File: config.mk
export PLATFORM = sky130hd
export DESIGN_NAME = mutex_lock_table_unit
export DESIGN_NICKNAME = d
export VERILOG_FILES = /design/src/rtl/core/mlt_pkg.sv /design/src/rtl/core/mutex_lock_table_unit.sv
export SDC_FILE = /design/constraint.sdc
export NUM_CORES = 2
export LEC_CHECK = 0
export ABC_CLOCK_PERIOD_IN_PS = 5100
export BUFFER_PORTS_ARGS = -buffer_cell sky130_fd_sc_hd__buf_2
export CORE_MARGIN = 2
export CORE_UTILIZATION = 57
export DETAILED_ROUTE_END_ITERATION = 7
export MAX_ROUTING_LAYER = met4
export PLACE_DENSITY = 0.76
export SYNTH_ARGS = -nofsm -noshare
export SYNTH_HDL_FRONTEND = slang
export SYNTH_SLANG_ARGS = --single-unit
File: constraint.sdc
create_clock -name clk -period 5.1 [get_ports clk]
set_clock_uncertainty 0.05 [all_clocks]
set_input_delay 1.02 -clock clk [delete_from_list [all_inputs] [get_ports clk]]
set_output_delay 1.02 -clock clk [all_outputs]
set_load 0.01 [all_outputs]
File: src/rtl/core/mlt_pkg.sv
// Package for the mutex lock table: request action codes, result status
// codes, entry tag and kind codes, and the control state type.
// No dependencies.
package mlt_pkg;

  // Request actions
  typedef enum logic [2:0] {
    ACT_INIT       = 3'd0,
    ACT_DESTROY    = 3'd1,
    ACT_LOCK       = 3'd2,
    ACT_TRYLOCK    = 3'd3,
    ACT_UNLOCK     = 3'd4,
    ACT_CONSISTENT = 3'd5
  } action_t;

  // Result status codes
  typedef enum logic [3:0] {
    ST_OK            = 4'd0,
    ST_INVALID       = 4'd1,
    ST_BUSY          = 4'd2,
    ST_DEADLOCK      = 4'd3,
    ST_NOT_OWNER     = 4'd4,
    ST_OWNER_DEAD    = 4'd5,
    ST_UNRECOVERABLE = 4'd6,
    ST_WAIT          = 4'd7,
    ST_COUNT_FULL    = 4'd8
  } status_t;

  // Entry tag: statically initialized, valid, destroyed
  localparam logic [1:0] TAG_STATIC    = 2'd0;
  localparam logic [1:0] TAG_VALID     = 2'd1;
  localparam logic [1:0] TAG_DESTROYED = 2'd2;

  // Mutex kinds; the last code names no kind
  localparam logic [1:0] KIND_NORMAL     = 2'd0;
  localparam logic [1:0] KIND_ERRORCHECK = 2'd1;
  localparam logic [1:0] KIND_RECURSIVE  = 2'd2;
  localparam logic [1:0] KIND_NONE       = 2'd3;

  // Contention states
  localparam logic [1:0] CONT_FREE     = 2'd0;
  localparam logic [1:0] CONT_HELD     = 2'd1;
  localparam logic [1:0] CONT_WAITERS  = 2'd2;

  // Control states
  typedef enum logic [1:0] {
    S_CLEAR = 2'd0,
    S_IDLE  = 2'd1,
    S_EXEC  = 2'd2
  } ctrl_state_t;

endpackage

File: src/rtl/core/mutex_lock_table_unit.sv
// Mutex lock table: one table memory with read-modify-write per request.
// Depends on mlt_pkg.
//
//  channel | direction | handshake             | payload
//  --------+-----------+-----------------------+-----------------------------------------
//  request | in        | req_valid / req_ready | action mutex_id thread_id after_wake
//          |           |                       | owner_alive init_type init_robust
//  result  | out       | rsp_valid / rsp_ready | status wake_one
//
// For each request the accept cycle issues the table read; state S_EXEC then
// updates the entry from the registered read word and writes it back, so one
// request is in flight at a time.
// After reset a clearing pass writes every entry to its static state, one entry
// a cycle; req_ready stays low during it.
// A result not yet taken holds the update cycle until the result register frees.
module mutex_lock_table_unit
  import mlt_pkg::*;
#(
  parameter int MUTEX_COUNT  = 64,
  parameter int THREAD_COUNT = 256,
  parameter int COUNT_MAX    = 255,
  localparam int ID_W        = (MUTEX_COUNT > 1) ? $clog2(MUTEX_COUNT) : 1,
  localparam int TH_W        = $clog2(THREAD_COUNT)
) (
  input  logic                 clk,
  input  logic                 rst,
  input  logic                 req_valid,
  output logic                 req_ready,
  input  logic [2:0]           action,
  input  logic [ID_W-1:0]      mutex_id,
  input  logic [TH_W-1:0]      thread_id,
  input  logic                 after_wake,
  input  logic                 owner_alive,
  input  logic [1:0]           init_type,
  input  logic                 init_robust,
  output logic                 rsp_valid,
  input  logic                 rsp_ready,
  output logic [3:0]           status,
  output logic                 wake_one
);

  localparam int CNT_W = $clog2(COUNT_MAX + 1);

  // One table entry
  typedef struct packed {
    logic [1:0]       tag;
    logic [1:0]       kind;
    logic             robust;
    logic [TH_W-1:0]  owner;
    logic             present;
    logic [CNT_W-1:0] count;
    logic             dead;
    logic             unrec;
    logic [1:0]       cont;
  } entry_t;

  ctrl_state_t state, state_next;

  logic [ID_W-1:0]  clr_addr;
  logic             clr_last;

  // Latched request word
  logic [2:0]       req_action;
  logic [ID_W-1:0]  req_mutex;
  logic [TH_W-1:0]  req_thread;
  logic             req_wake;
  logic             req_alive;
  logic [1:0]       req_type;
  logic             req_robust;

  entry_t           mem [MUTEX_COUNT];
  entry_t           rd_data;
  entry_t           cur;
  entry_t           ent_next;
  entry_t           wr_data;
  logic [ID_W-1:0]  wr_addr;
  logic             wr_en;

  logic             req_fire;
  logic             exec_fire;
  logic             sel_ok;
  logic             held;
  logic             at_max;
  status_t          st;
  logic             wake;

  assign req_fire  = req_valid && req_ready;
  assign clr_last  = (clr_addr == ID_W'(MUTEX_COUNT - 1));

  // Next control state
  always_comb begin
    state_next = state;
    unique case (state)
      S_CLEAR: if (clr_last) state_next = S_IDLE;
      S_IDLE:  if (req_valid) state_next = S_EXEC;
      S_EXEC:  if (!rsp_valid || rsp_ready) state_next = S_IDLE;
      default: state_next = S_CLEAR;
    endcase
  end

  // Control outputs
  always_comb begin
    req_ready = 1'b0;
    exec_fire = 1'b0;
    unique case (state)
      S_IDLE:  req_ready = 1'b1;
      S_EXEC:  exec_fire = !rsp_valid || rsp_ready;
      default: ;
    endcase
  end

  always_ff @(posedge clk) begin
    if (rst) begin
      state    <= S_CLEAR;
      clr_addr <= '0;
    end else begin
      state <= state_next;
      if (state == S_CLEAR && !clr_last) clr_addr <= clr_addr + 1'b1;
    end
  end

  // Latch the request word
  always_ff @(posedge clk) begin
    if (req_fire) begin
      req_action <= action;
      req_mutex  <= mutex_id;
      req_thread <= thread_id;
      req_wake   <= after_wake;
      req_alive  <= owner_alive;
      req_type   <= init_type;
      req_robust <= init_robust;
    end
  end

  // Table memory: registered read at accept, one write port
  always_ff @(posedge clk) begin
    if (req_fire) rd_data <= mem[mutex_id];
    if (wr_en) mem[wr_addr] <= wr_data;
  end

  // Select the write: clearing pass, or entry update
  always_comb begin
    if (state == S_CLEAR) begin
      wr_en   = 1'b1;
      wr_addr = clr_addr;
      wr_data = '0;
    end else begin
      wr_en   = exec_fire && sel_ok;
      wr_addr = req_mutex;
      wr_data = ent_next;
    end
  end

  // Check the selectors
  always_comb begin
    sel_ok = (req_action <= ACT_CONSISTENT)
          && ({1'b0, req_mutex} < (ID_W + 1)'(MUTEX_COUNT))
          && ({1'b0, req_thread} < (TH_W + 1)'(THREAD_COUNT))
          && !(req_action == ACT_INIT && req_type == KIND_NONE);
  end

  // Auto-initialize a static entry on lock, trylock and unlock
  always_comb begin
    cur = rd_data;
    if ((req_action == ACT_LOCK || req_action == ACT_TRYLOCK || req_action == ACT_UNLOCK)
        && rd_data.tag == TAG_STATIC) begin
      cur     = '0;
      cur.tag = TAG_VALID;
    end
  end

  assign held   = cur.present && (cur.owner == req_thread);
  assign at_max = (cur.count >= CNT_W'(COUNT_MAX));

  // Update the entry and form the result
  always_comb begin
    ent_next = cur;
    st       = ST_INVALID;
    wake     = 1'b0;
    if (sel_ok) begin
      if (req_action == ACT_INIT) begin
        ent_next        = '0;
        ent_next.tag    = TAG_VALID;
        ent_next.kind   = req_type;
        ent_next.robust = req_robust;
        st              = ST_OK;
      end else if (cur.tag == TAG_VALID) begin
        unique case (req_action)
          ACT_DESTROY: begin
            if (cur.present) begin
              st = ST_BUSY;
            end else begin
              ent_next.tag = TAG_DESTROYED;
              st           = ST_OK;
            end
          end
          ACT_LOCK: begin
            priority if (req_wake) begin
              if (cur.cont == CONT_FREE) begin
                ent_next.owner   = req_thread;
                ent_next.present = 1'b1;
                ent_next.count   = '0;
                ent_next.cont    = CONT_WAITERS;
                st               = ST_OK;
              end else begin
                ent_next.cont = CONT_WAITERS;
                st            = ST_WAIT;
              end
            end else if (cur.robust && cur.unrec) begin
              st = ST_UNRECOVERABLE;
            end else if (cur.kind != KIND_NORMAL && held) begin
              if (cur.kind == KIND_RECURSIVE) begin
                if (at_max) begin
                  st = ST_COUNT_FULL;
                end else begin
                  ent_next.count = cur.count + 1'b1;
                  st             = ST_OK;
                end
              end else begin
                st = ST_DEADLOCK;
              end
            end else if (cur.cont == CONT_FREE) begin
              ent_next.owner   = req_thread;
              ent_next.present = 1'b1;
              ent_next.count   = '0;
              ent_next.cont    = CONT_HELD;
              st               = ST_OK;
            end else if (cur.robust && cur.present && !req_alive) begin
              // take over from a dead owner
              ent_next.dead    = 1'b1;
              ent_next.owner   = req_thread;
              ent_next.present = 1'b1;
              ent_next.count   = '0;
              ent_next.cont    = CONT_HELD;
              st               = ST_OWNER_DEAD;
            end else begin
              ent_next.cont = CONT_WAITERS;
              st            = ST_WAIT;
            end
          end
          ACT_TRYLOCK: begin
            priority if (cur.kind == KIND_RECURSIVE && held) begin
              if (at_max) begin
                st = ST_COUNT_FULL;
              end else begin
                ent_next.count = cur.count + 1'b1;
                st             = ST_OK;
              end
            end else if (cur.cont == CONT_FREE) begin
              ent_next.owner   = req_thread;
              ent_next.present = 1'b1;
              ent_next.count   = '0;
              ent_next.cont    = CONT_HELD;
              st               = ST_OK;
            end else begin
              st = ST_BUSY;
            end
          end
          ACT_UNLOCK: begin
            priority if (!held) begin
              st = ST_NOT_OWNER;
            end else if (cur.kind == KIND_RECURSIVE && cur.count != '0) begin
              ent_next.count = cur.count - 1'b1;
              st             = ST_OK;
            end else begin
              // a robust owner that died and was never made consistent
              if (cur.robust && cur.dead) begin
                ent_next.unrec = 1'b1;
                ent_next.dead  = 1'b0;
              end
              ent_next.owner   = '0;
              ent_next.present = 1'b0;
              ent_next.count   = '0;
              ent_next.cont    = CONT_FREE;
              wake             = (cur.cont == CONT_WAITERS);
              st               = ST_OK;
            end
          end
          ACT_CONSISTENT: begin
            if (cur.robust && held && cur.dead) begin
              ent_next.dead = 1'b0;
              st            = ST_OK;
            end
          end
          default: ;
        endcase
      end
    end
  end

  // Result register
  always_ff @(posedge clk) begin
    if (rst) begin
      rsp_valid <= 1'b0;
    end else if (exec_fire) begin
      rsp_valid <= 1'b1;
    end else if (rsp_ready) begin
      rsp_valid <= 1'b0;
    end
  end

  always_ff @(posedge clk) begin
    if (exec_fire) begin
      status   <= st;
      wake_one <= wake;
    end
  end

endmodule
==> impl_results.md <==
* Fillers at 7,241
* Synth warn at 0
* Die ar. at 0.1208 sq mm
* Cell Area, Synth at 0.06729 sq mm
* Tmin final at 4.760 ns
* Ports at 33
* Synth area leader: edfxtp_1
* Seq cells post-synth at 1,726
* Flop2flop setup slack at 0.34 ns
* Crit path cell chain: or2_4, a2111o_1, or3_4, nor3_4, a221oi_1, a311oi_4, a22o_2
* Prevailing post-synth register cell: edfxtp_1
* Cts bufs inserted at 164
* Pin count of the biggest net entering global routing at 65
* Min-Delay Endpoint: req_robust
* R2r endpoint: mem[56][18]
* Slew headroom at 5.886%
* Worst endpoint data arrival time at 5.08 ns
* Skew-Pair Late Insertion Delay at 0.80 ns
* Share of layout cells above drive strength 1 at 33.07%
* EDFF count, synth at 1,717
* Setup TNS at 0 ns
* Count of buffers from port buffering at 32
* Status: complete, but fails checks
* Min-delay src: init_robust
* Startpoint type of the worst setup path: register
* Maxcap violations at 0
* Gr ovfl total at 0
* Drt wl/cell at 36.77 microns
* Initial core utilization at 57.22%
* Final hold violations at 0
* Placer congestion estimate at 0.9594
* H-Tree Depth at 4
* CP Data Required Time at 5.42 ns
* Syn Inst Count at 2,890
* CTS tree: done
* Reg2Reg Depth at 7
* Initial antenna violation count at 9
* Sequential share of the synthesized area at 76.89%
* Ys async rst share at 0%
* Vias per cell at 6.943
* Final-report max-slew violation count at 0
* # nets final at 3,108
* Die Wd at 347.6 microns
* Worst r2r src: rd_data[25]
* Final Non-Filler Cells at 4,755
* Top cells by area, synth: edfxtp_1 (77%), mux4_2 (18%), nor2_1 (0.64%), clkbuf_1 (0.55%), nand2_1 (0.40%)
* Post-route DRC at 2
* Max clock buf depth at 3
* Total routed wirelength at 174,900 microns
* RSZ-0062 raised after global routing: no
* Setup bufs post-CTS at 0
* Post-synth top area share at 76.62%
* DP Cell Count at 4,450
* CTS Hold Bufs at 0
* Site row count at 126
* Period utilisation layout at 93.33%
* Total Routing Usage GR at 30.49%
* # clock sinks at 1,726
* Initial DRC count at 5,229
* Synth cell types at 81
* Lkg Pwr at 23.97 nW
* Hold depth at 1
* Die height at 347.6 microns
* Failing checks: design-rule violations
* First-pass GRT wire length at 249,100 microns
* ANT nets after route at 0
* Slowest cell on crit path: a22o_2
* Root buf cell: clkbuf_16
* Peak VDD IR at 292.6 uV
* Syn avg cell area at 23.28 sq um
* Critical-path maximum fanout at 64
* Vias at 33,010
* Dpl hpwl at 95,030 microns
* Max incr delay on CP at 1.19 ns
* Core footprint at 0.1176 sq mm
* DR pass1 iterations at 8
* Min-delay worst type: in2reg
* Number of global-route vias before repair at 33,600
* Area Overhead vs Synth at 12.76%
* Syn nets at 2,918
* Final setup viols at 0
* F_max at 0.2101 GHz
* Worst Max-Slew Pin Slew at 1.412 ns
* Category of the most critical setup path: reg2reg
* CTS clk-pin slew, worst paths at 0.07 ns
* Power density cells at 373.5 mW/mm^2
* Resized cells post-CTS at 0
* CP endpoint kind: register
Yosys cell counts, drive strengths merged (8+ instances only):
master and number:
clkbuf 103, nor3 17, o21ai 30, mux4 546, nor2 116, nand3 23, o211ai 10, inv 8
buf 51, a31oi 9, edfxtp 1717, dfxtp 9, o31ai 9, nand3b 8, a21oi 36, nand2 73
nand4 10
cell families (layout without fill, tap and decap cells):
| kind of cell | after synthesis | in the layout | synth area share, % |
|---|---|---|---|
| flip-flops | 1726 | 1726 | 76.89 |
| multiplexers | 553 | 553 | 18.38 |
| AND/OR/NAND/NOR | 287 | 287 | 1.993 |
| buffers and inverters | 162 | 486 | 0.9873 |
| AO/OA/AOI/OAI | 149 | 149 | 1.573 |
| XOR/XNOR | 11 | 11 | 0.1432 |
| adder cells (fa/ha/maj) | 2 | 2 | 0.03718 |
| other | 0 | 5 | 0 |
worst max path at each step:
stage,from,end,slack (ns),depth (start not counted)
2_1_floorplan,req_action[2],mem[0][3],0.01,11
3_3_place_gp,rd_data[25],mem[58][18],0.73,7
3_5_place_dp,rd_data[25],mem[58][18],0.60,7
4_1_cts,rd_data[25],mem[48][18],0.50,7
5_1_grt,rd_data[25],mem[48][18],0.24,7
6_report,rd_data[25],mem[56][18],0.34,7
per-stage QoR:
step / setup slack (ns) / hold slack (ns) / cell area, sq um / utilization, % / total power, mW
after floorplan: 0.01388 / 0.4579 / 67300 / - / 16.52
after global placement: 0.7259 / 0.5167 / 70780 / 60.18 / 16.95
after detailed placement: 0.6003 / 0.5605 / 70780 / 60.18 / 16.97
after CTS: 0.5026 / 0.3368 / 75870 / 64.51 / 28.46
after global routing: 0.2391 / 0.3492 / 75880 / 64.52 / 28.99
final: 0.3403 / 0.3662 / 75880 / 64.52 / 28.34
registers in the layout, indices dropped and copies added, names as in the netlist:
register    cells
req_alive       1
clr_addr        6
req_mutex       6
req_action      3
req_wake        1
mem          1664
state           2
rsp_valid       1
req_type        2
status          4
wake_one        1
req_thread      8
rd_data        26
req_robust      1
final cells by class:
type / instances / area (sq um) / area share [%]
repair buffers: 178 / 1642 / 2.163
diodes: 5 / 12.51 / 0.01649
clock buffers: 198 / 4253 / 5.605
inverters: 8 / 30.03 / 0.03957
flip-flops and latches: 1726 / 51740 / 68.19
well taps: 1536 / 1922 / 2.533
clock inverters: 102 / 835.8 / 1.101
multi-input cells: 1002 / 15450 / 20.36
worst max-delay path: cells and delay by family, from the launching register on:
kind / cells / cell delay [ns]
AOI/OAI and AO/OA: 4 / 2.42
DFF: 1 / 0.53
and+or+nand+nor: 3 / 1.29
placed cells by master, fill, tap and decap left out, types with 5 or more instances in the layout:
cell type	count
a21oi_1	28
a21oi_4	6
a22o_2	7
a31oi_1	7
and3_1	6
buf_12	28
buf_2	28
buf_4	118
bufinv_16	8
clkbuf_1	33
clkbuf_16	165
clkinv_1	46
clkinv_2	28
clkinv_8	6
dfxtp_1	9
diode_2	5
edfxtp_1	1717
inv_1	8
mux2i_1	6
mux4_2	546
nand2_1	72
nand3_1	22
nand3b_1	8
nand4_1	10
nor2_1	48
nor2_2	25
nor2_4	43
nor3_1	11
nor4_1	5
o211ai_1	10
o21ai_0	22
o22ai_1	7
o31ai_1	8
or3_1	6
xnor2_1	6
xor2_1	5
layer usage:
metal / track usage [%] / vias up / wire length, microns
met5: - / - / 0
met4: 12.22 / 0 / 7818
met3: 7.203 / 403 / 19420
met2: 47.16 / 2247 / 85310
met1: 39.78 / 17500 / 62310
li1: - / 12860 / -
power by group:
part	internal, mW	switching [mW]
Clock	6.39	5.26
Sequential	15.5	0.0241
Combinational	0.546	0.660
Total	22.4	5.95
Power figures use the tool's default switching activity.
